## src/rtl/qtrp_pkg.sv

```systemverilog
// Shared types, codes and helpers for the quarter-turn rotator planner.
// No dependencies.
`timescale 1ns / 1ps

package qtrp_pkg;

  localparam int unsigned PosW   = 32;
  localparam int unsigned RevW   = 24;
  localparam int unsigned DivW   = 33;
  localparam int unsigned CntW   = 6;
  localparam int unsigned AngW   = 9;
  localparam int unsigned DistW  = 25;
  localparam int unsigned TgtW   = 33;
  localparam int unsigned IntW   = 23;
  localparam int unsigned ColW   = 32;
  localparam int unsigned MsPerS = 1000;
  localparam int unsigned Deg    = 360;

  typedef enum logic [1:0] {
    REQ_AUTO = 2'd0,
    REQ_GOTO = 2'd1,
    REQ_STEP = 2'd2,
    REQ_NONE = 2'd3
  } req_e;

  typedef enum logic [2:0] {
    CFG_COUNTS   = 3'd0,
    CFG_AUTO_EN  = 3'd1,
    CFG_STEP_FWD = 3'd2,
    CFG_INTERVAL = 3'd3,
    CFG_COL_0    = 3'd4,
    CFG_COL_90   = 3'd5,
    CFG_COL_180  = 3'd6,
    CFG_COL_270  = 3'd7
  } cfg_e;

  typedef enum logic [8:0] {
    S_IDLE  = 9'b000000001,
    S_MOD   = 9'b000000010,
    S_NORM  = 9'b000000100,
    S_MUL   = 9'b000001000,
    S_ANG   = 9'b000010000,
    S_PICK  = 9'b000100000,
    S_OFF   = 9'b001000000,
    S_FIX   = 9'b010000000,
    S_SHORT = 9'b100000000
  } state_e;

  // snap to nearest quarter, then one quarter forward or back
  function automatic logic [AngW-1:0] next_quarter(input logic [AngW-1:0] cur,
                                                   input logic fwd);
    logic [1:0] qi;
    logic [1:0] qn;
    logic [AngW-1:0] res;
    if (cur < 9'd45)       qi = 2'd0;
    else if (cur < 9'd135) qi = 2'd1;
    else if (cur < 9'd225) qi = 2'd2;
    else if (cur < 9'd315) qi = 2'd3;
    else                   qi = 2'd0;
    qn = fwd ? qi + 2'd1 : qi - 2'd1;
    case (qn)
      2'd0:    res = 9'd0;
      2'd1:    res = 9'd90;
      2'd2:    res = 9'd180;
      default: res = 9'd270;
    endcase
    return res;
  endfunction

endpackage

```

## src/rtl/qtrp_div.sv

```systemverilog
// Bit-serial restoring divider, one quotient bit per cycle while step_i is high.
// Depends on qtrp_pkg.
`timescale 1ns / 1ps

module qtrp_div
  import qtrp_pkg::*;
(
  input  logic            clk_i,
  input  logic            rst_ni,
  input  logic            load_i,
  input  logic [DivW-1:0] dividend_i,
  input  logic            step_i,
  input  logic [RevW-1:0] divisor_i,
  output logic [DivW-1:0] quo_o,
  output logic [RevW-1:0] rem_o
);

  logic [DivW-1:0] dq_q, dq_d;
  logic [RevW-1:0] rem_q, rem_d;
  logic [RevW:0]   trial;
  logic            ge;

  assign trial = {rem_q, dq_q[DivW-1]};
  assign ge    = trial >= {1'b0, divisor_i};

  always_comb begin
    dq_d  = dq_q;
    rem_d = rem_q;
    if (load_i) begin
      dq_d  = dividend_i;
      rem_d = '0;
    end else if (step_i) begin
      dq_d  = {dq_q[DivW-2:0], ge};
      rem_d = ge ? RevW'(trial - {1'b0, divisor_i}) : trial[RevW-1:0];
    end
  end

  always_ff @(posedge clk_i or negedge rst_ni) begin
    if (!rst_ni) begin
      dq_q  <= '0;
      rem_q <= '0;
    end else begin
      dq_q  <= dq_d;
      rem_q <= rem_d;
    end
  end

  assign quo_o = dq_q;
  assign rem_o = rem_q;

endmodule

```

## src/rtl/quarter_turn_rotator_planner_top.sv

```systemverilog
// Quarter-turn rotator planner top level: sequencer, registers, output stage.
// Depends on qtrp_pkg and qtrp_div.
`timescale 1ns / 1ps

// One item in, one result out. An item that issues a move runs from accept to
// result through three passes of the shared bit-serial divider (position mod
// revolution, position to angle, angle to position) and five steps: normalise,
// multiply, pick, fix-up and output. An item that issues no move skips the third
// pass and its fix-up. A result waiting on out_ready_i holds the sequencer
// in its last step. The next item is taken in the cycle after the previous result
// is registered, even if that result has not yet been taken.
module quarter_turn_rotator_planner_top
  import qtrp_pkg::*;
(
  input  logic                    clk_i,
  input  logic                    rst_ni,
  input  logic                    cfg_we_i,
  input  logic [2:0]              cfg_index_i,
  input  logic [ColW-1:0]         cfg_wdata_i,
  input  logic                    in_valid_i,
  output logic                    in_ready_o,
  input  logic [1:0]              req_type_i,
  input  logic signed [PosW-1:0]  encoder_position_i,
  input  logic [AngW-1:0]         goal_angle_i,
  input  logic [31:0]             now_ms_i,
  input  logic                    motion_busy_i,
  output logic                    out_valid_o,
  input  logic                    out_ready_i,
  output logic                    move_valid_o,
  output logic signed [TgtW-1:0]  move_target_o,
  output logic signed [DistW-1:0] move_distance_o,
  output logic [AngW-1:0]         move_angle_o,
  output logic [AngW-1:0]         present_angle_o,
  output logic                    color_valid_o,
  output logic [ColW-1:0]         color_word_o
);

  // configuration
  logic [RevW-1:0] counts_q;
  logic            auto_en_q, step_fwd_q;
  logic [IntW-1:0] interval_q;
  logic [ColW-1:0] col0_q, col90_q, col180_q, col270_q;

  always_ff @(posedge clk_i or negedge rst_ni) begin
    if (!rst_ni) begin
      counts_q   <= '0;
      auto_en_q  <= 1'b0;
      step_fwd_q <= 1'b1;
      interval_q <= IntW'(60);
      col0_q     <= '0;
      col90_q    <= '0;
      col180_q   <= '0;
      col270_q   <= '0;
    end else if (cfg_we_i) begin
      unique case (cfg_e'(cfg_index_i))
        CFG_COUNTS:   counts_q   <= cfg_wdata_i[RevW-1:0];
        CFG_AUTO_EN:  auto_en_q  <= cfg_wdata_i[0];
        CFG_STEP_FWD: step_fwd_q <= cfg_wdata_i[0];
        CFG_INTERVAL: interval_q <= cfg_wdata_i[IntW-1:0];
        CFG_COL_0:    col0_q     <= cfg_wdata_i;
        CFG_COL_90:   col90_q    <= cfg_wdata_i;
        CFG_COL_180:  col180_q   <= cfg_wdata_i;
        CFG_COL_270:  col270_q   <= cfg_wdata_i;
        default: ;
      endcase
    end
  end

  state_e          state_q;
  logic [CntW-1:0] cnt_q;
  logic [1:0]      req_q;
  logic [PosW-1:0] pos_q;
  logic [AngW-1:0] goal_q;
  logic [31:0]     now_q, elapsed_q, last_q;
  logic            busy_q, neg_q, move_q;
  logic [RevW-1:0] norm_q, off_q;
  logic [AngW-1:0] cur_q, ang_q;
  logic [DistW-1:0] dist_w;

  logic            accept, cal;
  logic            div_load, div_step;
  logic [DivW-1:0] div_in, quo;
  logic [RevW-1:0] divisor, rem;
  logic [DivW-1:0] pos_x, pos_abs;

  logic [AngW-1:0] cur_w, ang_w;
  logic            move_w;
  logic [RevW:0]   q_lo;
  logic signed [RevW+1:0] direct;
  logic [RevW+2:0] dbl;
  logic signed [RevW+1:0] cx;
  logic signed [RevW+1:0] pick;

  logic out_free;

  assign in_ready_o = (state_q == S_IDLE);
  assign accept     = in_valid_i & in_ready_o;
  assign cal        = (counts_q != '0);
  assign out_free   = ~out_valid_o | out_ready_i;

  assign pos_x   = {encoder_position_i[PosW-1], encoder_position_i};
  assign pos_abs = encoder_position_i[PosW-1] ? DivW'(0) - pos_x : pos_x;

  assign divisor  = (state_q == S_OFF) ? RevW'(Deg) : counts_q;
  assign div_step = (state_q == S_MOD) | (state_q == S_ANG) | (state_q == S_OFF);

  assign cur_w  = cal ? quo[AngW-1:0] : '0;
  assign ang_w  = (req_q == REQ_GOTO) ? goal_q : next_quarter(cur_w, step_fwd_q);
  assign move_w = (req_q == REQ_GOTO) | (req_q == REQ_STEP) |
                  ((req_q == REQ_AUTO) & auto_en_q & ~busy_q &
                   ({1'b0, elapsed_q} >= 33'(interval_q) * 33'(MsPerS)));

  always_comb begin
    div_load = 1'b0;
    div_in   = '0;
    unique case (state_q)
      S_IDLE: begin
        div_load = accept;
        div_in   = pos_abs;
      end
      S_MUL: begin
        div_load = 1'b1;
        div_in   = DivW'(norm_q) * DivW'(Deg);
      end
      S_PICK: begin
        div_load = move_w;
        div_in   = DivW'(ang_w) * DivW'(counts_q);
      end
      default: ;
    endcase
  end

  qtrp_div u_div (
    .clk_i      (clk_i),
    .rst_ni     (rst_ni),
    .load_i     (div_load),
    .dividend_i (div_in),
    .step_i     (div_step),
    .divisor_i  (divisor),
    .quo_o      (quo),
    .rem_o      (rem)
  );

  // shortest circular distance; direct path wins a tie
  assign q_lo   = quo[RevW:0];
  assign direct = $signed({2'b0, off_q}) - $signed({2'b0, norm_q});
  assign cx     = $signed({2'b0, counts_q});
  always_comb begin
    dbl  = direct[RevW+1] ? (RevW+3)'(-{direct[RevW+1], direct}) << 1
                          : (RevW+3)'({direct[RevW+1], direct}) << 1;
    pick = direct;
    if (dbl > {3'b0, counts_q}) begin
      pick = direct[RevW+1] ? direct + cx : direct - cx;
    end
  end

  always_ff @(posedge clk_i or negedge rst_ni) begin
    if (!rst_ni) begin
      state_q <= S_IDLE;
      cnt_q   <= '0;
      last_q  <= '0;
    end else begin
      unique case (state_q)
        S_IDLE: if (accept) begin
          cnt_q   <= CntW'(DivW - 1);
          state_q <= S_MOD;
        end
        S_MOD: begin
          cnt_q <= cnt_q - 1'b1;
          if (cnt_q == '0) state_q <= S_NORM;
        end
        S_NORM: state_q <= S_MUL;
        S_MUL: begin
          cnt_q   <= CntW'(DivW - 1);
          state_q <= S_ANG;
        end
        S_ANG: begin
          cnt_q <= cnt_q - 1'b1;
          if (cnt_q == '0) state_q <= S_PICK;
        end
        S_PICK: begin
          cnt_q   <= CntW'(DivW - 1);
          state_q <= move_w ? S_OFF : S_SHORT;
        end
        S_OFF: begin
          cnt_q <= cnt_q - 1'b1;
          if (cnt_q == '0) state_q <= S_FIX;
        end
        S_FIX: state_q <= S_SHORT;
        S_SHORT: if (out_free) begin
          if (move_q) last_q <= now_q;
          state_q <= S_IDLE;
        end
        default: state_q <= S_IDLE;
      endcase
    end
  end

  // item payload and intermediate values
  always_ff @(posedge clk_i) begin
    if (accept) begin
      req_q     <= req_type_i;
      pos_q     <= encoder_position_i;
      goal_q    <= goal_angle_i;
      now_q     <= now_ms_i;
      busy_q    <= motion_busy_i;
      neg_q     <= encoder_position_i[PosW-1];
      elapsed_q <= now_ms_i - last_q;
    end
    if (state_q == S_NORM) begin
      norm_q <= !cal ? '0 : (neg_q && rem != '0) ? counts_q - rem : rem;
    end
    if (state_q == S_PICK) begin
      cur_q  <= cur_w;
      ang_q  <= ang_w;
      move_q <= move_w;
      off_q  <= '0;
    end
    if (state_q == S_FIX) begin
      off_q <= !cal ? '0 : (q_lo >= {1'b0, counts_q}) ? RevW'(q_lo - {1'b0, counts_q})
                                                       : q_lo[RevW-1:0];
    end
  end

  always_comb dist_w = cal ? pick[DistW-1:0] : '0;

  // output register
  always_ff @(posedge clk_i or negedge rst_ni) begin
    if (!rst_ni) begin
      out_valid_o <= 1'b0;
    end else if (state_q == S_SHORT && out_free) begin
      out_valid_o <= 1'b1;
    end else if (out_ready_i) begin
      out_valid_o <= 1'b0;
    end
  end

  always_ff @(posedge clk_i) begin
    if (state_q == S_SHORT && out_free) begin
      present_angle_o <= cur_q;
      move_valid_o    <= move_q;
      move_angle_o    <= move_q ? ang_q : '0;
      move_distance_o <= move_q ? dist_w : '0;
      move_target_o   <= move_q ? $signed({pos_q[PosW-1], pos_q}) +
                                  $signed({{(TgtW-DistW){dist_w[DistW-1]}}, dist_w})
                                : '0;
      color_valid_o   <= 1'b0;
      color_word_o    <= '0;
      if (move_q) begin
        case (ang_q)
          9'd0:    begin color_valid_o <= 1'b1; color_word_o <= col0_q;   end
          9'd90:   begin color_valid_o <= 1'b1; color_word_o <= col90_q;  end
          9'd180:  begin color_valid_o <= 1'b1; color_word_o <= col180_q; end
          9'd270:  begin color_valid_o <= 1'b1; color_word_o <= col270_q; end
          default: ;
        endcase
      end
    end
  end

endmodule

```

## config.mk

```make
export PLATFORM = sky130hd
export DESIGN_NAME = quarter_turn_rotator_planner_top
export DESIGN_NICKNAME = d
export VERILOG_FILES = /design/src/rtl/qtrp_pkg.sv /design/src/rtl/qtrp_div.sv /design/src/rtl/quarter_turn_rotator_planner_top.sv
export SDC_FILE = /design/constraint.sdc
export NUM_CORES = 2
export LEC_CHECK = 0
export BUFFER_PORTS_ARGS = -buffer_cell sky130_fd_sc_hd__buf_2
export CELL_PAD_IN_SITES_DETAIL_PLACEMENT = 1
export CELL_PAD_IN_SITES_GLOBAL_PLACEMENT = 1
export CORE_MARGIN = 3
export CORE_UTILIZATION = 40
export CTS_BUF_LIST = sky130_fd_sc_hd__clkbuf_16
export DETAILED_ROUTE_END_ITERATION = 7
export PLACE_DENSITY = 0.78
export SYNTH_ARGS = -nofsm -noshare
export SYNTH_HDL_FRONTEND = slang
export SYNTH_SLANG_ARGS = --single-unit
```

## constraint.sdc

```tcl
create_clock -name clk_i -period 10.5 [get_ports clk_i]
set_input_delay 0 -clock clk_i [delete_from_list [all_inputs] [get_ports clk_i]]
set_output_delay 0 -clock clk_i [all_outputs]
set_load 0.01 [all_outputs]
```

## Word-level counts from Yosys, hierarchy flattened

Index checks and enable logic that the tools add are counted.

- Register bits: 568
- Input bits: 116
- Output and inout port bits: 112
- Logic and storage cells: 162

- Add/subtract/negate cells: 13
- Multipliers: 3
- Magnitude comparators: 8
- Eq/ne operators: 28
- Muxes and demuxes: 39
- Bitwise operators: 11
- Reductions and logical operators: 27

Operators by type and width:

| operator | number |
|---|---|
| 24-bit 2-to-1 mux | 9 |
| 32-bit one-hot mux with 4 select lines | 1 |
| 33-bit 2-to-1 mux | 3 |
| 33-bit one-hot mux with 3 select lines | 1 |
| 9-bit one-hot mux with 9 select lines | 1 |
| 25-bit 2-to-1 mux | 3 |
| 9-bit 2-to-1 mux | 8 |
| 24-bit subtractor | 3 |
| 25-bit by 24-bit >= comparator with 1-bit output | 2 |
| 24-bit nonzero test | 2 |
| 32-bit by 25-bit adder with 33-bit output | 1 |
| 32-bit by 33-bit >= comparator with 1-bit output | 1 |
| 9-bit by 24-bit multiplier with 33-bit output | 1 |
| 1-bit by 32-bit subtractor with 33-bit output (first input constant) | 1 |
| 32-bit subtractor | 1 |
| 23-bit by 7-bit multiplier with 30-bit output (second input constant) | 1 |
| 24-bit by 6-bit multiplier with 30-bit output (second input constant) | 1 |
| 27-bit by 24-bit greater-than comparator with 1-bit output | 1 |
| 27-bit 2-to-1 mux | 1 |
| 9-bit one-hot mux with 3 select lines | 1 |
| 26-bit negation | 1 |
| 25-bit adder | 1 |
| 24-bit by 24-bit subtractor with 25-bit output | 1 |
| 25-bit subtractor | 1 |
| 43 further kinds | 82 |

## Logic depth before layout (Yosys ltp)

- Depth after elaboration: 15
- Depth in mapped cells: 40
- Mapped depth without buffers: 39

## By module

From an unflattened synthesis, not the netlist that was laid out.

- Cell total of the unflattened synthesis: 4,789
- Area, all modules: 47,132.7 µm²

By module, submodules not included:

| module | times used | cells each | area an instance (µm²) | seq. area each (µm²) |
|---|---|---|---|---|
| quarter_turn_rotator_planner_top | 1 | 4,305 | 42,991.2 | 14,196.1 |
| qtrp_div | 1 | 484 | 4,141.5 | 1,426.4 |

## Worst setup path after synthesis

OpenSTA, ideal clock, no wires.

- Kind: register to register
- From: register counts_q[1]
- To: register u_div.dq_q[32], in the netlist u_div.quo_o[32]
- Library setup time: 138 ps
- Arrival time: 8,297 ps
- Data required time: 10,362 ps
- Setup slack: 2,065 ps
- Cell stages (with the launch flop): 37
- Buffers on the path: 2
- Period minus slack after synthesis: 8,435 ps
- Path through: dfrtp_1 -> clkbuf_1 -> inv_1 -> ha_1 -> nor3b_1 -> nand3_1 -> or3_1 -> nand2b_4 -> or3_4 -> a311oi_2 -> a21oi_1 -> nor2_1 -> xnor2_1 -> inv_1 -> ha_1 -> nor2b_1 -> a21oi_1 -> clkbuf_1 -> nor2_1 -> fa_1 -> fa_1 -> fa_1 -> inv_1 -> fa_1 -> inv_1 -> ha_1 -> o21ai_0 -> a21boi_0 -> o22ai_1 -> o21a_1 -> o31a_1 -> o221ai_1 -> o221a_2 -> o32ai_1 -> xnor2_1 -> a21oi_1 -> mux2i_1

- Word-level cells in the longest chain between the ends: 15
- Elaborated cells on any way between the ends: 21
- Classes of those cells: add/sub (2); mul (1); order compare (4); eq/ne (2); mux (10); reduce/logical (2)

RTL lines:

| item | RTL line | text |
|---|---|---|
| start, declared | quarter_turn_rotator_planner_top.sv:39 | `logic [RevW-1:0] counts_q;` |
| start signal, assigned | quarter_turn_rotator_planner_top.sv:56 | `CFG_COUNTS: counts_q <= cfg_wdata_i[RevW-1:0];` |
| 24-bit nonzero test | quarter_turn_rotator_planner_top.sv:98 | `assign cal = (counts_q != '0);` |
| 9-bit 2-to-1 mux | quarter_turn_rotator_planner_top.sv:107 | `assign cur_w = cal ? quo[AngW-1:0] : '0;` |
| 9-bit less-than comparator | qtrp_pkg.sv:58 | `else if (cur < 9'd315) qi = 2'd3;` |
| 2-bit 2-to-1 mux | qtrp_pkg.sv:58 |  |
| 2-bit 2-to-1 mux | qtrp_pkg.sv:57 | `else if (cur < 9'd225) qi = 2'd2;` |
| 2-bit 2-to-1 mux | qtrp_pkg.sv:56 | `else if (cur < 9'd135) qi = 2'd1;` |
| 2-bit 2-to-1 mux | qtrp_pkg.sv:55 | `if (cur < 9'd45) qi = 2'd0;` |
| 2-bit by 1-bit subtractor with 2-bit output / 2-bit by 1-bit adder with 2-bit output (equally long branches) | qtrp_pkg.sv:60 | `qn = fwd ? qi + 2'd1 : qi - 2'd1;` |
| 2-bit 2-to-1 mux | qtrp_pkg.sv:60 |  |
| 2-bit equality test, or another cell as far along | qtrp_pkg.sv:61 | `case (qn)` |
| 9-bit one-hot mux with 3 select lines | qtrp_pkg.sv:61 |  |
| 9-bit 2-to-1 mux | quarter_turn_rotator_planner_top.sv:108 | `assign ang_w = (req_q == REQ_GOTO) ? goal_q : next_quarter(cur_w, step_fwd_q);` |
| 9-bit by 24-bit multiplier with 33-bit output * | quarter_turn_rotator_planner_top.sv:127 | `div_in = DivW'(ang_w) * DivW'(counts_q);` |
| 33-bit one-hot mux with 3 select lines * | quarter_turn_rotator_planner_top.sv:116 | `unique case (state_q)` |
| 33-bit 2-to-1 mux * | qtrp_div.sv:29 | `if (load_i) begin` |
| end signal, assigned | qtrp_div.sv:43 | `dq_q <= dq_d;` |
| end, declared | qtrp_div.sv:18 | `logic [DivW-1:0] dq_q, dq_d;` |

Mark *: on every way between the ends. The rest lies on a longest branch, timed or not.
A chain may end at the register's enable or synchronous reset.

## Worst setup path after layout

- From: register counts_q[0]
- To: register u_div.dq_q[30], in the netlist u_div.quo_o[30]

Same word-level chain as after synthesis.

==> run metrics <==
vias per inst slightly below 6; initial antenna violation count 10; number of global-route vias before repair around 42000; final core occ a little under half; die area 0.122 sq mm; drt drc 0; Filler Cells Inserted approximately 13000; critical path peak fanout 13; critical path class reg2reg; DP Cell Count approximately 6400; cell mode on critical path fa_1; Top FF cell, synth edfxtp_1; period utilization between 90 and 100%; count of cell types in the netlist between 90 and 100; Die Wd 350 microns; Final setup viols 0; synthesized net count ~5600; Slowest-stage cell, CP fa_1; fin crit period about 10 ns; Die Y-Extent approximately 350 microns; largest net degree at the start of global routing roughly 170; worst path required time 11.06 ns; num ports ~230; worst-margin pin slew 1.26 ns; DR pass1 iterations 5; Root Driver clkbuf_16; first-pass GRT wire length about 260000 microns; share of layout cells above drive strength 1 approximately 13%; grt ovf 0; global router's overall resource usage roughly 27%; max_cap viols 0; WP data arrival 10.55 ns; clk_lat worst skew 0.67 ns; site row count about 130; clk buf depth 3; Placer Congestion 0.950; max frequency between 100 and 150 MHz; R2R Setup Slk about 0.51 ns; EDFF count, synth approximately 290; ANT nets after route 0; status finished, final reports clean; YS warnings 0; average cell area after synthesis a little under 10 sq um; final non-filler cell total about 6700; CTS Buf Count ~70; clk sinks around 570; Yosys top cell by area edfxtp_1; Fin Setup TNS 0 ns; H-tree lvl count 3; Total Wirelength between 150000 and 200000 microns; wire per inst 25.3 microns; nature of the critical path startpoint flip-flop; clk slew on worst S/H paths approximately 0.06 ns; Seq/Total Area, Yosys around 33%; area fraction of the dominant cell type after synthesis between 10% and 20%; Area contributors post-synth edfxtp_1 18%, dfrtp_1 15%, fa_1 12%; CTS tree built; CP max stage delay 0.56 ns; DR vias a little under 40000; number of synthesized register bits approximately 570; Final #Nets roughly 5900; slew margin rel. between 10% and 20%; Iter 0 DRT Violations between 3000 and 4000; Max Clock Skew about 0.055 ns; Port Buf Inserts between 200 and 250; post-DP HPWL around 130000 microns; ys async rst share around half; RSZ-0062 raised after global routing false; Cell Area, Synth roughly 0.047 sq mm; area delta synth->final 14.1%; final hold vios 0; min-delay worst type in2async; Max Slew Vio Count 0; nature of the critical path endpoint flip-flop; cells after synthesis 4780; core area roughly 0.12 sq mm; Initial Util around 41%
[cell families (layout without fill, tap and decap cells)]
logic type	Yosys count	in the layout	share of synthesized area, %
xor+xnor	266	266	4.93
mux	244	244	5.66
compound gates	1069	1070	14.9
buf+inv	676	1056	5.42
simple gates	1252	1252	12.8
fa+ha+maj	706	706	23.2
other cells	0	6	0
flops	567	567	33.1
[routing by layer]
metal  global-route usage (%)  share of wire (%)  wire (microns)
met1                     35.6                 42           70300
met2                     45.2                 47           79000
met3                     4.88                7.2           12100
met5                        0              0.024              40
met4                     11.6                4.4            7460
[synth_stat cells, types with 19 or more instances]
cell,n
a211oi_1,100
a21o_1,99
a21oi_1,297
a22oi_1,68
a31oi_1,29
and2_1,122
and3_1,26
clkbuf_1,149
dfrtp_1,276
edfxtp_1,285
fa_1,286
ha_1,420
inv_1,503
mux2_2,187
mux2i_1,57
nand2_1,316
nand2b_1,43
nand3_1,65
nand4_1,34
nor2_1,383
nor2b_1,40
nor3_1,80
nor4_1,27
o21a_1,53
o21ai_0,171
o21bai_1,39
o22ai_1,19
o31ai_1,31
or3_1,35
xnor2_1,165
xor2_1,101
[placed cells by master (no fill, tap or decap), types with 168 or more instances in the layout]
master	n
fa_1	286
ha_1	420
a21oi_1	295
inv_1	514
dfrtp_1	276
nand2_1	315
mux2_2	187
buf_2	226
nor2_1	383
o21ai_0	168
edfxtp_1	285
[cell type report]
cell class | instances | area, sq um | share of cell area (%)
sequential | 567 | 15600 | 29.0
timing repair buffer | 425 | 2930 | 5.43
inverter | 505 | 1900 | 3.52
clock buffer | 74 | 1850 | 3.43
multi-input combinational | 3538 | 29300 | 54.3
clock inverter | 52 | 433 | 0.803
tap | 1524 | 1910 | 3.54
antenna | 6 | 15.0 | 0.0278
[worst paths after layout]
check / depth (start not counted) / end / startpoint
worst max-delay path: 32 / u_div.quo_o[30] / counts_q[0]
worst min-delay path: 2 / col0_q[25] / rst_ni
worst max register to register: 32 / u_div.quo_o[30] / counts_q[0]
worst min register to register: 0 / present_angle_o[2] / cur_q[2]
max in group asynchronous: 3 / state_q[2] / rst_ni
min in group clk_i: 2 / now_q[2] / now_ms_i[2]
[state kept, by name, indices dropped and copies added, names as in the netlist, 25 cells and up]
name,flops
u_div.quo_o,33
col270_q,32
move_target_o,33
now_q,32
elapsed_q,32
pos_q,32
move_distance_o,25
col0_q,32
color_word_o,32
col90_q,32
col180_q,32
last_q,32
[worst max-delay path: cells and delay by family (launching register included)]
| kind | cells | cell delay [ns] |
|---|---|---|
| xor gates and xnor gates | 2 | 0.44 |
| AOI/OAI and AO/OA | 12 | 3.07 |
| DFF | 1 | 0.39 |
| and+or+nand+nor | 8 | 2.47 |
| buffers and inverters | 3 | 0.47 |
| adders and majority gates | 7 | 3.03 |
[per-stage QoR]
stage	area (sq um)	hold slack, ns	setup slack (ns)
after floorplan	47300	-0.296	2.07
after global placement	50400	0.181	0.386
after detailed placement	50400	0.180	0.120
after CTS	53800	0.0370	0.0533
final	53900	0.0666	0.512
after global routing	53900	0.0680	0.0516
[repair_timing]
action | in CTS | in global routing
resized for setup | 0 | 11
setup buffers | 0 | 0
endpoints found under the setup margin | 0 | 21
hold buffers | 114 | 0
endpoints found under the hold margin | 412 | 0
Power is not shown: default switching activity piles up to over one toggle a cycle in this logic, so the estimate is an artifact.
